`src/millisecond_rtc_with_rf_trigger_core_macros.svh`:
```
// ----------------------------------------------------------------------------
// millisecond rtc assertion macros
// shared concurrent assertion forms for the rtc core
// ----------------------------------------------------------------------------
`ifndef MILLISECOND_RTC_WITH_RF_TRIGGER_CORE_MACROS_SVH
`define MILLISECOND_RTC_WITH_RF_TRIGGER_CORE_MACROS_SVH

// same-cycle implication
`define MRTC_ASSERT_IMPLY(label, clk, rst, ante, cons, msg) \
   label: assert property (@(posedge clk) disable iff (rst) (ante) |-> (cons)) \
      else $error(msg);

// next-cycle implication
`define MRTC_ASSERT_NEXT(label, clk, rst, ante, cons, msg) \
   label: assert property (@(posedge clk) disable iff (rst) (ante) |=> (cons)) \
      else $error(msg);

`endif

```
`src/mrtc_pkg.sv`:
```
// ----------------------------------------------------------------------------
// mrtc_pkg
// types and constants shared by the millisecond rtc core
// ----------------------------------------------------------------------------
`default_nettype none

package mrtc_pkg;

   localparam int REQ_DATA_W = 96;
   localparam int RSP_DATA_W = 120;
   localparam int CSR_ADDR_W = 1;
   localparam int CSR_DATA_W = 20;

   localparam logic [CSR_ADDR_W-1:0] CSR_TICK_NS     = 1'd0;
   localparam logic [CSR_ADDR_W-1:0] CSR_TRIG_RELOAD = 1'd1;

   localparam logic [19:0] TICK_NS_RESET     = 20'd37;
   localparam logic [7:0]  TRIG_RELOAD_RESET = 8'd1;

   localparam logic [9:0]  MS_MAX    = 10'd999;
   localparam logic [36:0] NS_PER_MS = 37'd1000000;
   localparam logic [36:0] NS_MAX    = 37'd999999999;

   // floor(x / 1e6) = floor((x >> 6) * RECIP >> 38) for any 30-bit x
   localparam logic [48:0] DIV_RECIP = 49'd17592187;

   typedef enum logic [2:0] {
      OP_TICK      = 3'd0,
      OP_CH1_EVENT = 3'd1,
      OP_SET_TIME  = 3'd2,
      OP_GET_TIME  = 3'd3,
      OP_ARM_CAPT  = 3'd4,
      OP_ARM_TRIG  = 3'd5,
      OP_LOAD_CD   = 3'd6
   } op_type;

   typedef enum logic [1:0] {
      MODE_IDLE    = 2'd0,
      MODE_CAPTURE = 2'd1,
      MODE_TRIGGER = 2'd2
   } mode_type;

   typedef struct packed {
      op_type      op;
      logic [31:0] set_seconds;
      logic [29:0] set_nanoseconds;
      logic [15:0] fine_count;
      logic [15:0] countdown_load;
   } req_type;

   typedef struct packed {
      logic [31:0] seconds;
      logic [9:0]  millis;
      logic [31:0] uptime;
      logic [15:0] countdown;
      logic        time_valid;
      logic        strobe;
      mode_type    mode;
      logic        is_get;
      logic [35:0] fine_ns;
   } snap_type;

endpackage

`default_nettype wire

```
`src/mrtc_update.sv`:
```
// ----------------------------------------------------------------------------
// mrtc_update
// clock state registers, opcode decode and per-beat snapshot register
// ----------------------------------------------------------------------------
`default_nettype none

module mrtc_update import mrtc_pkg::*; (
   input  wire logic        clock,
   input  wire logic        reset,
   input  wire logic        en,
   input  wire req_type     item,
   input  wire logic [19:0] tick_ns,
   input  wire logic [7:0]  trig_reload,
   output snap_type         snap
);

   logic [9:0]  millis_ff, millis_in;
   logic [31:0] secs_ff, secs_in;
   logic [31:0] uptime_ff, uptime_in;
   logic [15:0] countdown_ff, countdown_in;
   logic        time_set_ff, time_set_in;
   mode_type    mode_ff, mode_in;
   logic [7:0]  delay_ff, delay_in;
   logic        strobe;
   snap_type    snap_ff, snap_in;

   logic [48:0] div_prod;
   logic [10:0] div_q;
   logic [9:0]  set_ms;

   assign div_prod = {25'd0, item.set_nanoseconds[29:6]} * DIV_RECIP;
   assign div_q    = div_prod[48:38];
   assign set_ms   = (div_q > {1'b0, MS_MAX}) ? MS_MAX : div_q[9:0];

   always_comb begin
      millis_in    = millis_ff;
      secs_in      = secs_ff;
      uptime_in    = uptime_ff;
      countdown_in = countdown_ff;
      time_set_in  = time_set_ff;
      mode_in      = mode_ff;
      delay_in     = delay_ff;
      strobe       = 1'b0;
      if (en) begin
         unique case (item.op)
            OP_TICK: begin
               if (countdown_ff != 16'd0) begin
                  countdown_in = countdown_ff - 16'd1;
               end
               if (millis_ff >= MS_MAX) begin
                  millis_in = 10'd0;
                  secs_in   = secs_ff + 32'd1;
                  uptime_in = uptime_ff + 32'd1;
               end else begin
                  millis_in = millis_ff + 10'd1;
               end
            end
            OP_CH1_EVENT: begin
               if (mode_ff == MODE_CAPTURE) begin
                  mode_in = MODE_IDLE;
               end else if (mode_ff == MODE_TRIGGER) begin
                  delay_in = delay_ff - 8'd1;
                  if (delay_ff == 8'd1) begin
                     strobe  = 1'b1;
                     mode_in = MODE_IDLE;
                  end
               end
            end
            OP_SET_TIME: begin
               millis_in   = set_ms;
               secs_in     = item.set_seconds;
               time_set_in = 1'b1;
            end
            OP_ARM_CAPT: begin
               mode_in = MODE_CAPTURE;
            end
            OP_ARM_TRIG: begin
               delay_in = trig_reload;
               mode_in  = MODE_TRIGGER;
            end
            OP_LOAD_CD: begin
               countdown_in = item.countdown_load;
            end
            default: begin
            end
         endcase
      end
   end

   always_comb begin
      snap_in.seconds    = secs_in;
      snap_in.millis     = millis_in;
      snap_in.uptime     = uptime_in;
      snap_in.countdown  = countdown_in;
      snap_in.time_valid = time_set_in;
      snap_in.strobe     = strobe;
      snap_in.mode       = mode_in;
      snap_in.is_get     = (item.op == OP_GET_TIME);
      snap_in.fine_ns    = {20'd0, item.fine_count} * {16'd0, tick_ns};
   end

   always_ff @(posedge clock) begin
      if (reset) begin
         millis_ff    <= '0;
         secs_ff      <= '0;
         uptime_ff    <= '0;
         countdown_ff <= '0;
         time_set_ff  <= 1'b0;
         mode_ff      <= MODE_IDLE;
         delay_ff     <= '0;
      end else begin
         millis_ff    <= millis_in;
         secs_ff      <= secs_in;
         uptime_ff    <= uptime_in;
         countdown_ff <= countdown_in;
         time_set_ff  <= time_set_in;
         mode_ff      <= mode_in;
         delay_ff     <= delay_in;
      end
   end

   always_ff @(posedge clock) begin
      if (en) begin
         snap_ff <= snap_in;
      end
   end

   assign snap = snap_ff;

endmodule

`default_nettype wire

```
`src/mrtc_result.sv`:
```
// ----------------------------------------------------------------------------
// mrtc_result
// sub-second time assembly, saturation and result output register
// ----------------------------------------------------------------------------
`default_nettype none

module mrtc_result import mrtc_pkg::*; (
   input  wire logic                  clock,
   input  wire logic                  reset,
   input  wire logic                  adv,
   input  wire logic                  snap_valid,
   input  wire snap_type              snap,
   output logic                       rsp_valid,
   output logic [RSP_DATA_W-1:0]      rsp_data
);

   logic [36:0]           ms_ns;
   logic [36:0]           sum_ns;
   logic [29:0]           ns_out;
   logic                  valid_ff, valid_in;
   logic [RSP_DATA_W-1:0] data_ff, data_in;

   assign ms_ns  = {27'd0, snap.millis} * NS_PER_MS;
   assign sum_ns = ms_ns + (snap.is_get ? {1'b0, snap.fine_ns} : 37'd0);
   assign ns_out = (sum_ns > NS_MAX) ? NS_MAX[29:0] : sum_ns[29:0];

   assign valid_in = adv ? snap_valid : valid_ff;
   assign data_in  = {5'd0, snap.mode, snap.strobe, snap.time_valid,
                      (snap.countdown == 16'd0), snap.countdown, snap.uptime,
                      ns_out, snap.seconds};

   always_ff @(posedge clock) begin
      if (reset) begin
         valid_ff <= 1'b0;
      end else begin
         valid_ff <= valid_in;
      end
   end

   always_ff @(posedge clock) begin
      if (adv) begin
         data_ff <= data_in;
      end
   end

   assign rsp_valid = valid_ff;
   assign rsp_data  = data_ff;

endmodule

`default_nettype wire

```
`src/millisecond_rtc_with_rf_trigger_core.sv`:
```
// ----------------------------------------------------------------------------
// millisecond_rtc_with_rf_trigger_core
// millisecond real-time clock with countdown and channel-one trigger
//
//   port group  dir  beat contents
//   req_*       in   opcode in tuser, set/fine/load values in tdata
//   rsp_*       out  one result beat per request beat
//   csr_*       in   register write, index 0 tick_ns, 1 trigger reload
//
// one beat per cycle sustained while the result is not stalled; a request beat passes through the
// input register, state update stage and result output register
// a stalled result holds all three stages; req_tready drops with it
// synchronous reset clears state, mode and pipeline valids, loads csr defaults
// ----------------------------------------------------------------------------
`default_nettype none

`include "millisecond_rtc_with_rf_trigger_core_macros.svh"

module millisecond_rtc_with_rf_trigger_core import mrtc_pkg::*; (
   input  wire logic                  clock,
   input  wire logic                  reset,
   input  wire logic                  req_tvalid,
   output logic                       req_tready,
   // opcode[2:0]
   input  wire logic [7:0]            req_tuser,
   // set_seconds[31:0], set_nanoseconds[61:32], fine_count[77:62],
   // countdown_load[93:78], zero pad
   input  wire logic [REQ_DATA_W-1:0] req_tdata,
   output logic                       rsp_tvalid,
   input  wire logic                  rsp_tready,
   // seconds_out[31:0], nanoseconds_out[61:32], uptime_out[93:62],
   // countdown_out[109:94], countdown_done[110], time_valid[111],
   // transmit_strobe[112], channel_mode[114:113], zero pad
   output logic [RSP_DATA_W-1:0]      rsp_tdata,
   input  wire logic                  csr_we,
   input  wire logic [CSR_ADDR_W-1:0] csr_addr,
   input  wire logic [CSR_DATA_W-1:0] csr_wdata
);

   logic        adv;
   logic        s1_valid_ff, s1_valid_in;
   req_type     s1_item_ff, s1_item_in;
   logic        s2_valid_ff, s2_valid_in;
   snap_type    snap;
   logic [19:0] tick_ns_ff, tick_ns_in;
   logic [7:0]  reload_ff, reload_in;

   assign adv        = !rsp_tvalid || rsp_tready;
   assign req_tready = adv;

   always_comb begin
      tick_ns_in = tick_ns_ff;
      reload_in  = reload_ff;
      if (csr_we) begin
         unique case (csr_addr)
            CSR_TICK_NS:     tick_ns_in = csr_wdata;
            CSR_TRIG_RELOAD: reload_in  = csr_wdata[7:0];
            default: begin
            end
         endcase
      end
   end

   assign s1_valid_in = adv ? req_tvalid : s1_valid_ff;
   assign s2_valid_in = adv ? s1_valid_ff : s2_valid_ff;

   always_comb begin
      s1_item_in.op              = op_type'(req_tuser[2:0]);
      s1_item_in.set_seconds     = req_tdata[31:0];
      s1_item_in.set_nanoseconds = req_tdata[61:32];
      s1_item_in.fine_count      = req_tdata[77:62];
      s1_item_in.countdown_load  = req_tdata[93:78];
   end

   always_ff @(posedge clock) begin
      if (reset) begin
         s1_valid_ff <= 1'b0;
         s2_valid_ff <= 1'b0;
         tick_ns_ff  <= TICK_NS_RESET;
         reload_ff   <= TRIG_RELOAD_RESET;
      end else begin
         s1_valid_ff <= s1_valid_in;
         s2_valid_ff <= s2_valid_in;
         tick_ns_ff  <= tick_ns_in;
         reload_ff   <= reload_in;
      end
   end

   always_ff @(posedge clock) begin
      if (adv) begin
         s1_item_ff <= s1_item_in;
      end
   end

   mrtc_update u_update (
      .clock       (clock),
      .reset       (reset),
      .en          (adv && s1_valid_ff),
      .item        (s1_item_ff),
      .tick_ns     (tick_ns_ff),
      .trig_reload (reload_ff),
      .snap        (snap)
   );

   mrtc_result u_result (
      .clock      (clock),
      .reset      (reset),
      .adv        (adv),
      .snap_valid (s2_valid_ff),
      .snap       (snap),
      .rsp_valid  (rsp_tvalid),
      .rsp_data   (rsp_tdata)
   );

   `MRTC_ASSERT_IMPLY(a_stall_blocks_req, clock, reset, rsp_tvalid && !rsp_tready, !req_tready, "request taken while result stalled")
   `MRTC_ASSERT_IMPLY(a_strobe_idles, clock, reset, rsp_tvalid && rsp_tdata[112], rsp_tdata[114:113] == MODE_IDLE, "strobe without return to idle")
   `MRTC_ASSERT_IMPLY(a_ns_saturated, clock, reset, rsp_tvalid, {7'd0, rsp_tdata[61:32]} <= NS_MAX, "nanoseconds above one second")
   `MRTC_ASSERT_NEXT(a_stage_hold, clock, reset, s2_valid_ff && !adv, s2_valid_ff && rsp_tvalid, "pipeline lost a beat under stall")

endmodule

`default_nettype wire
```
`config.mk`:
```
export PLATFORM = sky130hd
export DESIGN_NAME = millisecond_rtc_with_rf_trigger_core
export DESIGN_NICKNAME = d
export VERILOG_FILES = /design/src/mrtc_pkg.sv /design/src/mrtc_update.sv /design/src/mrtc_result.sv /design/src/millisecond_rtc_with_rf_trigger_core.sv
export VERILOG_INCLUDE_DIRS = /design/src /design/src/src
export SDC_FILE = /design/constraint.sdc
export NUM_CORES = 2
export LEC_CHECK = 0
export BUFFER_PORTS_ARGS = -buffer_cell sky130_fd_sc_hd__buf_2
export CELL_PAD_IN_SITES_DETAIL_PLACEMENT = 0
export CELL_PAD_IN_SITES_GLOBAL_PLACEMENT = 1
export CORE_MARGIN = 2
export CORE_UTILIZATION = 35
export DETAILED_ROUTE_END_ITERATION = 10
export MAX_ROUTING_LAYER = met4
export PLACE_DENSITY = 0.7
export SLEW_MARGIN = 20
export SYNTH_ARGS = -nofsm -noshare
export SYNTH_HDL_FRONTEND = slang
export SYNTH_HIERARCHICAL = 1
export SYNTH_SLANG_ARGS = --single-unit
```
`constraint.sdc`:
```
create_clock -name clock -period 10.4 [get_ports clock]
set_clock_uncertainty 0.05 [all_clocks]
set_input_delay 1.04 -clock clock [delete_from_list [all_inputs] [get_ports clock]]
set_output_delay 1.04 -clock clock [all_outputs]
set_load 0.02 [all_outputs]
```
==> metrics.md <==
| Metric | Value |
|---|---|
| Worst setup path category | `flop to flop` |
| YS warnings | `6` |
| CP max FO | `7` |
| Clock Pin Slew Worst Setup and Hold Paths | `around 0.070 ns` |
| Number of global-route vias before repair | `29,696` |
| Iter 0 DRT Violations | `1,566` |
| Hold Buf Count CTS | `0` |
| Total Wirelength | `about 110,000 um` |
| Grt ovf | `0` |
| RSZ-0062 raised after global routing | `false` |
| IO buf count | `233` |
| Fin area | `around 47,000 sq um` |
| Reg2Reg Setup Slack | `~1.6 ns` |
| H-tree Lvls | `2` |
| Clock power share | `between 10% and 20%` |
| Part of the power in registers | `15.5%` |
| Die X | `approximately 350 um` |
| Pleak | `~0.021 uW` |
| Total global-route track usage | `18.4%` |
| Setup tns final | `0 ns` |
| Max-cap viol count | `0` |
| First-pass GRT wire length | `around 170,000 um` |
| Critical Path Sink Type | `flop` |
| Crit start category | `flop` |
| Clock Tree Buf Depth | `3` |
| Area growth syn-to-layout | `11.6%` |
| Avg Cell Area, Syn | `between 10 and 15 sq um` |
| CTS Sinks | `approximately 470` |
| Routed Antenna Nets | `0` |
| Slew @ Worst Pin | `between 1 and 1.5 ns` |
| Antenna violations before repair | `9` |
| CP most frequent cell | `fa_1` |
| Total setup buffers inserted after CTS | `0` |
| Layout Utilization | `about two fifths` |
| Final Cycle Share | `a little over four fifths` |
| Largest net degree at the start of global routing | `around 140` |
| Vias/cell | `~5` |
| Period minus WS final | `8.75 ns` |
| Internal cell power | `around 7700 uW` |
| Worst path top cell family by delay | `adder cells` |
| CTS tree | `done` |
| Syn Inst Count | `~4,000` |
| Net Sw Frac | `about half` |
| Status | `finished clean` |
| Worst hold path depth | `0` |
| Clk Latency, worst-skew pair | `~0.67 ns` |
| FF-to-FF path depth | `23` |
| Total CTS buffers | `between 50 and 60` |
| Number of remaining DRC errors | `0` |
| Final Power | `15,200 uW` |
| Mapped Area | `roughly 42,000 sq um` |
| HP Class | `flop to flop` |
| Iteration count of the initial detailed-routing pass | `6` |
| Hold slack | `0.364 ns` |
| Worst VDD drop | `0.364 mV` |
| Clock root cell | `clkbuf_16` |
| Fmax | `about 110 MHz` |
| CP max stage cell | `fa_1` |
| Die Span Y | `around 350 um` |
| Slowest stage delay, CP | `between 0.6 and 0.7 ns` |
| Commonest non-fill, non-tap cell in the layout | `inv_1` |
| Worst Path Buf+Inv | `4` |
| Most frequent cells in the layout | `inv_1, fa_1, ha_1` |
| Die area | `about 120,000 sq um` |
| Worst-path cell chain | `fa_1, inv_1, fa_1, inv_1, fa_1, fa_1, fa_1, fa_1, inv_1, fa_1, inv_1, ha_1, nand4_2, or4_1, or3_1, o32a_1, a2111o_1, and3_4, o211ai_1, nand4_1, o311ai_1, or2_1, o21ai_0` |
| Crit path DAT | `9.10 ns` |
| DR vias | `28,758` |
| Hold Fails Final Rpt | `0` |
| Post-CTS resize count | `0` |
| # IOs | `252` |
| Endpoints failing setup | `0` |
| Worst rel slew slack | `28.7%` |
| Mean routed wirelength per cell | `18.3 um` |
| Psw | `7500 uW` |
| Num rows | `about 130` |
| Hpwl dp | `~83,000 um` |
| Initial Util | `between 30% and 40%` |
| Slew Viols, Final | `0` |
| Core area | `118,000 sq um` |
| Layout net count | `5,302` |
| Fraction of layout cells with a size suffix above 1 | `around a tenth` |
| Final GP Congestion | `between 0.8 and 0.9` |
| Placed cell area | `approximately 45,000 sq um` |
| Critical path required time | `10.74 ns` |
| PwrDens | `~330 nW/um^2` |
| Worst path depth | `23` |
| Comb power frac | `between 70% and 80%` |
-- stage by stage --
stage	instances	setup slack (ns)
after floorplan	4058	1.34
after global placement	5789	1.75
after detailed placement	5789	1.65
after CTS	5897	1.63
after global routing	5905	1.13
final	5905	1.65
-- metal layers --
layer / GRT usage, % / part of all wire (%)
met2: 28.5 / 46
met3: 3.22 / 5.1
met4: 3.43 / 1.7
met1: 25.3 / 48
met5: - / 0
-- power by group through the flow --
| stage | Clock, uW | Combinational (uW) | Sequential [uW] |
|---|---|---|---|
| after floorplan | 0 | 7820 | 2410 |
| after global placement | 0 | 10700 | 2390 |
| after detailed placement | 0 | 10700 | 2400 |
| after CTS | 2150 | 10900 | 2360 |
| after global routing | 2230 | 12300 | 2370 |
| final | 2090 | 10800 | 2360 |
-- cell type report --
class / instances / area (sq um)
inverter: 700 / 2630
sequential: 469 / 12800
clock buffer: 71 / 1540
fill: 11714 / 71700
tap: 1600 / 2000
antenna: 8 / 20.0
timing repair buffer: 258 / 1370
multi-input combinational: 2762 / 26000
clock inverter: 37 / 443
-- state kept, by name (all words and copies together), names as in the netlist --
name                   flops
reload_ff                  8
s1_item_ff                91
s1_valid_ff                1
s2_valid_ff                1
tick_ns_ff                20
u_result/rsp_data        115
u_result/rsp_valid         1
u_update/countdown_ff     16
u_update/delay_ff          8
u_update/millis_ff        10
u_update/mode_ff           2
u_update/secs_ff          32
u_update/snap            131
u_update/time_set_ff       1
u_update/uptime_ff        32
-- worst paths after layout --
kind                                             startpoint                          endpoint
worst max-delay path               s1_item_ff[47]$_DFFE_PP_       u_update/snap[93]$_DFFE_PP_
worst min-delay path            u_update/snap[37]$_DFFE_PP_  u_result/rsp_data[113]$_DFFE_PP_
worst max register to register     s1_item_ff[47]$_DFFE_PP_       u_update/snap[93]$_DFFE_PP_
worst min register to register  u_update/snap[37]$_DFFE_PP_  u_result/rsp_data[113]$_DFFE_PP_
Note: power is estimated with default switching activity, not from simulation.
